File: src/hdl/vpd_pkg.sv
// Package: widths, lead byte codes and shared types of the prefix varint decoder.
package vpd_pkg;

  localparam int unsigned ByteW  = 8;
  localparam int unsigned ValueW = 64;
  localparam int unsigned PendW  = 4;

  localparam logic [ByteW-1:0] MaskTop1  = 8'h80;
  localparam logic [ByteW-1:0] MaskTop2  = 8'hC0;
  localparam logic [ByteW-1:0] MaskTop4  = 8'hF0;
  localparam logic [ByteW-1:0] MaskTop6  = 8'hFC;
  localparam logic [ByteW-1:0] Lead1     = 8'h00;
  localparam logic [ByteW-1:0] Lead2     = 8'h80;
  localparam logic [ByteW-1:0] Lead4     = 8'hE0;
  localparam logic [ByteW-1:0] LeadMark  = 8'hF0;
  localparam logic [ByteW-1:0] Mark32    = 8'hF0;
  localparam logic [ByteW-1:0] Mark64    = 8'hF4;
  localparam logic [ByteW-1:0] MarkInv   = 8'hF8;
  localparam logic [ByteW-1:0] Bits7     = 8'h7F;
  localparam logic [ByteW-1:0] Bits6     = 8'h3F;
  localparam logic [ByteW-1:0] Bits5     = 8'h1F;
  localparam logic [ByteW-1:0] Bits4     = 8'h0F;
  localparam logic [ByteW-1:0] Bits2     = 8'h03;

  localparam logic [PendW-1:0] PendNone  = 4'd0;
  localparam logic [PendW-1:0] PendOne   = 4'd1;
  localparam logic [PendW-1:0] PendTwo   = 4'd2;
  localparam logic [PendW-1:0] PendThree = 4'd3;
  localparam logic [PendW-1:0] PendFour  = 4'd4;
  localparam logic [PendW-1:0] PendEight = 4'd8;

  typedef struct packed {
    logic [PendW-1:0]  pend;
    logic [ValueW-1:0] acc;
    logic              inv;
  } state_t;

  typedef struct packed {
    logic              emit;
    logic [ValueW-1:0] value;
    logic              short_error;
  } result_t;

  localparam state_t StateReset = '{pend: PendNone, acc: '0, inv: 1'b0};

endpackage

File: src/hdl/vpd_in_if.sv
// Interface: input byte channel of the prefix varint decoder.
interface vpd_in_if;
  import vpd_pkg::*;

  logic             valid;
  logic             ready;
  logic [ByteW-1:0] in_byte;
  logic             stream_end;

  modport source (output valid, output in_byte, output stream_end, input ready);
  modport sink   (input valid, input in_byte, input stream_end, output ready);
endinterface

File: src/hdl/vpd_out_if.sv
// Interface: decoded value channel of the prefix varint decoder.
interface vpd_out_if;
  import vpd_pkg::*;

  logic              valid;
  logic              ready;
  logic [ValueW-1:0] value;
  logic              short_error;

  modport source (output valid, output value, output short_error, input ready);
  modport sink   (input valid, input value, input short_error, output ready);
endinterface

File: src/hdl/varint_prefix_decoder_unit.sv
// Top level: prefix-coded varint decoder, one stream byte per request.
// Takes one byte per cycle and gives a decoded 64-bit value from the byte that completes
// it: a byte is captured in an input register, then decoded against the running
// state, and a finished value goes into the result register. When results are not taken,
// the result register holds and one more byte waits in the input register; bytes that do
// not finish a value keep moving while a result waits. A stream_end request flushes a
// pending value with zero bytes and short_error set, and produces nothing when idle.
module varint_prefix_decoder_unit (
  input  logic            clk_i,
  input  logic            rst_ni,
  vpd_in_if.sink          in_i,
  vpd_out_if.source       out_o
);
  import vpd_pkg::*;

  logic             s1_valid_q;
  logic [ByteW-1:0] s1_byte_q;
  logic             s1_end_q;
  state_t           st_q;
  state_t           st_d;
  result_t          step_res;
  logic             out_valid_q;
  logic [ValueW-1:0] out_value_q;
  logic             out_err_q;
  logic             out_free;
  logic             advance;

  vpd_step u_step (
    .state_i      (st_q),
    .in_byte_i    (s1_byte_q),
    .stream_end_i (s1_end_q),
    .state_o      (st_d),
    .result_o     (step_res)
  );

  assign out_free   = !out_valid_q || out_o.ready;
  assign advance    = s1_valid_q && (!step_res.emit || out_free);
  assign in_i.ready = !s1_valid_q || advance;

  always_ff @(posedge clk_i or negedge rst_ni) begin
    if (!rst_ni) begin
      s1_valid_q <= 1'b0;
    end else if (in_i.ready) begin
      s1_valid_q <= in_i.valid;
    end
  end

  always_ff @(posedge clk_i) begin
    if (in_i.valid && in_i.ready) begin
      s1_byte_q <= in_i.in_byte;
      s1_end_q  <= in_i.stream_end;
    end
  end

  always_ff @(posedge clk_i or negedge rst_ni) begin
    if (!rst_ni) begin
      st_q <= StateReset;
    end else if (advance) begin
      st_q <= st_d;
    end
  end

  always_ff @(posedge clk_i or negedge rst_ni) begin
    if (!rst_ni) begin
      out_valid_q <= 1'b0;
    end else if (advance && step_res.emit) begin
      out_valid_q <= 1'b1;
    end else if (out_o.ready) begin
      out_valid_q <= 1'b0;
    end
  end

  always_ff @(posedge clk_i) begin
    if (advance && step_res.emit) begin
      out_value_q <= step_res.value;
      out_err_q   <= step_res.short_error;
    end
  end

  assign out_o.valid       = out_valid_q;
  assign out_o.value       = out_value_q;
  assign out_o.short_error = out_err_q;

`ifndef ASSERT_OFF
  a_pend_range : assert property (@(posedge clk_i) disable iff (!rst_ni)
    st_q.pend <= PendEight)
    else $error("bytes pending out of range");

  a_end_clears : assert property (@(posedge clk_i) disable iff (!rst_ni)
    advance && s1_end_q |=> st_q.pend == PendNone && !st_q.inv)
    else $error("state not cleared after stream end");

  a_emit_clears : assert property (@(posedge clk_i) disable iff (!rst_ni)
    advance && step_res.emit |=> out_o.valid && st_q.pend == PendNone)
    else $error("emitted value not registered or state kept");

  a_no_overwrite : assert property (@(posedge clk_i) disable iff (!rst_ni)
    out_o.valid && !out_o.ready |=> out_o.valid && $stable(out_o.value))
    else $error("result register overwritten while stalled");
`endif

endmodule

File: src/hdl/vpd_step.sv
// Next-state and result logic for one byte of the prefix varint decoder.
module vpd_step (
  input  vpd_pkg::state_t          state_i,
  input  logic [vpd_pkg::ByteW-1:0] in_byte_i,
  input  logic                      stream_end_i,
  output vpd_pkg::state_t          state_o,
  output vpd_pkg::result_t         result_o
);
  import vpd_pkg::*;

  logic [ValueW-1:0] raw;
  logic [ValueW-1:0] acc_sh;
  logic              err;
  logic              done;
  logic [5:0]        shamt;
  state_t            nxt;

  assign acc_sh = {state_i.acc[ValueW-ByteW-1:0], in_byte_i};
  assign shamt  = {state_i.pend[2:0], 3'b000};

  always_comb begin
    nxt  = state_i;
    raw  = '0;
    err  = 1'b0;
    done = 1'b0;
    if (stream_end_i) begin
      if (state_i.pend != PendNone || state_i.inv) begin
        done = 1'b1;
        err  = 1'b1;
        raw  = (state_i.pend >= PendEight) ? '0 : (state_i.acc << shamt);
      end
    end else if (state_i.pend != PendNone) begin
      nxt.acc  = acc_sh;
      nxt.pend = state_i.pend - PendOne;
      if (state_i.pend == PendOne) begin
        done = 1'b1;
        raw  = acc_sh;
      end
    end else if ((in_byte_i & MaskTop1) == Lead1) begin
      done = 1'b1;
      raw  = {{(ValueW-ByteW){1'b0}}, in_byte_i & Bits7};
    end else if ((in_byte_i & MaskTop2) == Lead2) begin
      nxt.acc  = {{(ValueW-ByteW){1'b0}}, in_byte_i & Bits6};
      nxt.pend = PendOne;
    end else if ((in_byte_i & MaskTop4) == LeadMark) begin
      case (in_byte_i & MaskTop6)
        Mark32: begin
          nxt.acc  = '0;
          nxt.pend = PendFour;
        end
        Mark64: begin
          nxt.acc  = '0;
          nxt.pend = PendEight;
        end
        MarkInv: begin
          nxt.inv = ~state_i.inv;
        end
        default: begin
          done = 1'b1;
          raw  = ~{{(ValueW-ByteW){1'b0}}, in_byte_i & Bits2};
        end
      endcase
    end else if ((in_byte_i & MaskTop4) == Lead4) begin
      nxt.acc  = {{(ValueW-ByteW){1'b0}}, in_byte_i & Bits4};
      nxt.pend = PendThree;
    end else begin
      nxt.acc  = {{(ValueW-ByteW){1'b0}}, in_byte_i & Bits5};
      nxt.pend = PendTwo;
    end

    if (done) begin
      nxt = StateReset;
    end
  end

  assign state_o              = nxt;
  assign result_o.emit        = done;
  assign result_o.value       = state_i.inv ? ~raw : raw;
  assign result_o.short_error = err;

endmodule

File: src/flat_wrapper.sv
// flat-port wrapper written by rule: the top's interface ports become plain ports
module varint_prefix_decoder_unit_flat import vpd_pkg::*;
  (clk_i, rst_ni, in_i_valid, in_i_in_byte, in_i_stream_end, in_i_ready, out_o_valid, out_o_value, out_o_short_error, out_o_ready);
  vpd_in_if in_i_i ();
  vpd_out_if out_o_i ();
  input  logic clk_i;
  input  logic rst_ni;
  input wire logic [$bits(in_i_i.valid)-1:0] in_i_valid;
  input wire logic [$bits(in_i_i.in_byte)-1:0] in_i_in_byte;
  input wire logic [$bits(in_i_i.stream_end)-1:0] in_i_stream_end;
  output wire logic [$bits(in_i_i.ready)-1:0] in_i_ready;
  output wire logic [$bits(out_o_i.valid)-1:0] out_o_valid;
  output wire logic [$bits(out_o_i.value)-1:0] out_o_value;
  output wire logic [$bits(out_o_i.short_error)-1:0] out_o_short_error;
  input wire logic [$bits(out_o_i.ready)-1:0] out_o_ready;
  assign in_i_i.valid = in_i_valid;
  assign in_i_i.in_byte = in_i_in_byte;
  assign in_i_i.stream_end = in_i_stream_end;
  assign in_i_ready = in_i_i.ready;
  assign out_o_valid = out_o_i.valid;
  assign out_o_value = out_o_i.value;
  assign out_o_short_error = out_o_i.short_error;
  assign out_o_i.ready = out_o_ready;
  varint_prefix_decoder_unit u_core (.clk_i(clk_i), .rst_ni(rst_ni), .in_i(in_i_i), .out_o(out_o_i));
endmodule
File: config.mk
export PLATFORM = sky130hd
export DESIGN_NAME = varint_prefix_decoder_unit_flat
export DESIGN_NICKNAME = d
export VERILOG_FILES = /design/src/hdl/vpd_pkg.sv /design/src/hdl/vpd_in_if.sv /design/src/hdl/vpd_out_if.sv /design/src/hdl/varint_prefix_decoder_unit.sv /design/src/hdl/vpd_step.sv /design/src/flat_wrapper.sv
export SDC_FILE = /design/constraint.sdc
export NUM_CORES = 1
export LEC_CHECK = 0
export BUFFER_PORTS_ARGS = -buffer_cell sky130_fd_sc_hd__buf_2
export CAP_MARGIN = 0
export CORE_MARGIN = 3
export CORE_UTILIZATION = 63
export DETAILED_ROUTE_END_ITERATION = 7
export PLACE_DENSITY_LB_ADDON = 0.25
export SYNTH_ARGS = -nofsm -noshare
export SYNTH_HDL_FRONTEND = slang
export SYNTH_SLANG_ARGS = --single-unit
File: constraint.sdc
create_clock -name clk_i -period 14.1 [get_ports clk_i]
set_input_delay 0.705 -clock clk_i [delete_from_list [all_inputs] [get_ports clk_i]]
set_output_delay 0.705 -clock clk_i [all_outputs]
set_load 0.02 [all_outputs]
==> impl_metrics.json <==
{
  "cts_setup_buffers": 0,
  "viasPerCell": 6.59,
  "ir_drop_mv": 0.142,
  "cpMaxStageDelayCell": "o21ai_1",
  "antenna_found_initial": 1,
  "top_layer": "met5",
  "clockPowerShare_pct": 19.9,
  "stdcell_count": 1038,
  "max_slew_margin_pct": 22.2,
  "critPathMaxFanout": 22,
  "fin_nets": 860,
  "numPortBuffers": 79,
  "finalHoldViolations": 0,
  "tns_ns": 0,
  "nFillCells": 979,
  "drc": 0,
  "cts_buffers": 17,
  "grt_pass1_vias": 6543,
  "route.met2.wl_um": 11000,
  "synth_area_mm2": 0.00902,
  "synth_compound_area_share_pct": 19.1,
  "clk_pin_slew_ns": 0.06,
  "post-place-cells": 1006,
  "powerDensity_mw_per_mm2": 242,
  "worstPathRequired_ns": 13.40,
  "p_comb_share_pct": 47.7,
  "power.net_switching_uw": 1050,
  "synthMuxAreaShare_pct": 15.3,
  "synth-async-reset-ratio_pct": 49.0,
  "fmax_mhz": 222,
  "wl_um": 23100,
  "cts.sinks": 145,
  "synth-simple-area-share_pct": 10.3,
  "cts.hold.buffers_added": 0,
  "die_y_um": 126,
  "seq_area_frac_synth_pct": 44.3,
  "grt_use_total_pct": 29.9,
  "placementRows": 43,
  "finClkSkew_ns": 0.00566,
  "finalWeightedCongestion": 0.867,
  "crit_type": "flip-flop to output pin",
  "p_leak_uw": 0.00380,
  "synth_flop_cell": "edfxtp_1",
  "start_util_pct": 64.7,
  "syn_inst": 809,
  "clockBufferDepth": 2,
  "status": "completed",
  "n_antenna_cell": 0,
  "rsz0062_at_grt": "no",
  "wl_met3_um": 1810,
  "first_pass_iters": 6,
  "worst_setup_path_end_kind": "output pin",
  "slowest_delay_ns": 0.65,
  "drt-met1-wl_um": 9500,
  "die_area_mm2": 0.0158,
  "synth_top_family_by_area": "compound AO/OA/AOI/OAI gates",
  "p_int_uw": 1380,
  "ys_types": 54,
  "root_buffer": "clkbuf_16",
  "setup_violations": 0,
  "antenna_left": 0,
  "finalCriticalPeriod_ns": 4.51,
  "cp-start-kind": "flip-flop",
  "wire_per_inst_um": 22.3,
  "avgSynthCellArea_um2": 11.2,
  "synth_enable_flop_cells": 74,
  "drt_iter0_drc": 820,
  "ys_warn_count": 0,
  "synthAdderAreaFrac_pct": 0.277,
  "htreeDepth": 4,
  "fp.coreArea_mm2": 0.0139,
  "worstPathCellList": "clkinv_1, buf_4, ha_1, nand4bb_1, a21oi_1, o21ai_1, nand3_1, buf_2",
  "grt-ovfl-total": 0,
  "cts_resized": 0,
  "grt_pass1_wl_um": 37000,
  "grt_max_degree": 72,
  "post-route-period-util_pct": 32.0,
  "num_vias": 6842,
  "synthesis.nets": 824,
  "drv_slew": 0,
  "tightest_slew_ns": 1.17,
  "cts_tree": "built",
  "drive_gt1_share_pct": 31.0,
  "die_w_um": 126,
  "worstPathArrival_ns": 3.80,
  "area_delta_synth_final_pct": 11.2,
  "drv_cap": 0,
  "synth-seq-cells": 145,
  "place_hpwl_um": 14800,
  "synthXorXnorAreaFrac_pct": 6.31,
  "pwr-share-seq_pct": 32.3,
  "clk-insertion-delay-late_ns": 0.43,
  "hold_path_class": "primary input to flip-flop",
  "swShare_pct": 43.4,
  "io_pins": 80
}
==> placed cells by master, fill, tap and decap left out, types with 3 or more instances in the layout <==
cell       count
buf_2         79
o32ai_1        7
inv_1          9
a21oi_1       11
o2bb2ai_1      9
nand3_1        3
clkinv_2       3
nand2_1      109
nor3_1         4
nand4_1        4
buf_4         10
o221ai_1       7
xnor2_1       65
dfrtp_1       69
a22oi_1        5
clkbuf_16     17
a22o_1         8
o21a_1         7
mux2_2        59
mux2i_1       16
nor2_1        73
o2bb2ai_2     50
bufinv_16      4
o22ai_1       25
o21ai_0       49
nor2b_1       11
nand2b_1       4
edfxtp_1      74
mux4_2        24
==> cell families after synthesis <==
family / after synthesis
XOR/XNOR: 65
multiplexers: 100
AO/OA/AOI/OAI: 195
AND/OR/NAND/NOR: 218
flip-flops: 145
adder cells (fa/ha/maj): 2
buffers and inverters: 84
==> routing by layer <==
layer	vias to the layer above	global-route usage, %
met4	2	12.3
met1	3391	41.9
li1	3052	-
met5	-	0
met3	61	6.06
met2	336	45.9
==> per-stage QoR <==
step                      area (um2)  setup slack (ns)  hold WS, ns  power [uW]  utilization (%)
after global placement          9400              9.77        0.482        1900             67.5
after detailed placement        9400              9.67        0.491        1930             67.5
after floorplan                 9020              9.42        0.409        1640                -
final                          10000              9.59        0.453        2430             72.0
after global routing           10000              9.25        0.435        2550             72.0
after CTS                      10000              9.54        0.440        2420             72.0
==> power groups by stage <==
stage | logic [uW] | clock network [uW] | registers [uW]
4_1_cts | 1150 | 489 | 780
3_5_place_dp | 1150 | 0 | 786
5_1_grt | 1250 | 508 | 801
6_report | 1160 | 485 | 785
2_1_floorplan | 814 | 0 | 828
3_3_place_gp | 1120 | 0 | 777
==> path summary, 6_finish.rpt <==
kind	cells after the start	slack, ns	from	end
worst max-delay path	8	9.59	u_core.st_q[66]	in_i_ready
max in group asynchronous	2	12.91	rst_ni	u_core.st_q[65]
worst min register to register	1	0.51	u_core.st_q[60]	u_core.st_q[60]
min in group asynchronous	2	0.51	rst_ni	u_core.st_q[47]
worst min-delay path	1	0.45	in_i_in_byte[0]	u_core.s1_byte_q[0]
worst max register to register	8	9.67	u_core.st_q[66]	u_core.st_q[67]
==> state kept, by name, indices dropped and copies added (netlist names) <==
register                  flops
u_core.st_q                  69
u_core.out_o.value           64
u_core.s1_byte_q              8
u_core.out_o.short_error      1
u_core.out_o.valid            1
u_core.s1_end_q               1
u_core.s1_valid_q             1
==> cells in the mapped netlist (8+ instances only) <==
cell type,count,area [um2]
dfrtp_1,71,1780
clkbuf_1,49,184
a21oi_1,11,55.1
o22ai_1,25,156
buf_2,11,55.1
nor2_1,73,274
o2bb2ai_2,50,751
mux2i_1,16,160
nor2b_1,11,68.8
edfxtp_1,74,2220
xnor2_1,65,569
o2bb2ai_1,9,78.8
o21ai_0,49,245
inv_1,9,33.8
nand2_1,109,409
mux4_2,24,541
a22o_1,8,70.1
mux2_2,59,664
==> final cells by class <==
class                      instances  area, um2  share of cell area, %
tap                              180        225                   2.24
inverter                          12       45.0                  0.449
clock inverter                    13        180                   1.80
multi-input combinational        580       4650                   46.4
sequential                       145       4000                   39.9
clock buffer                      19        453                   4.51
timing repair buffer              89        470                   4.69
==> critical path, delay by kind of cell, from the launching register on <==
family	cells	cell delay, ns
compound gates	2	0.76
buf+inv	3	1.33
simple gates	2	0.56
flops	1	0.36
fa+ha+maj	1	0.36
Power figures use the tool's default switching activity.
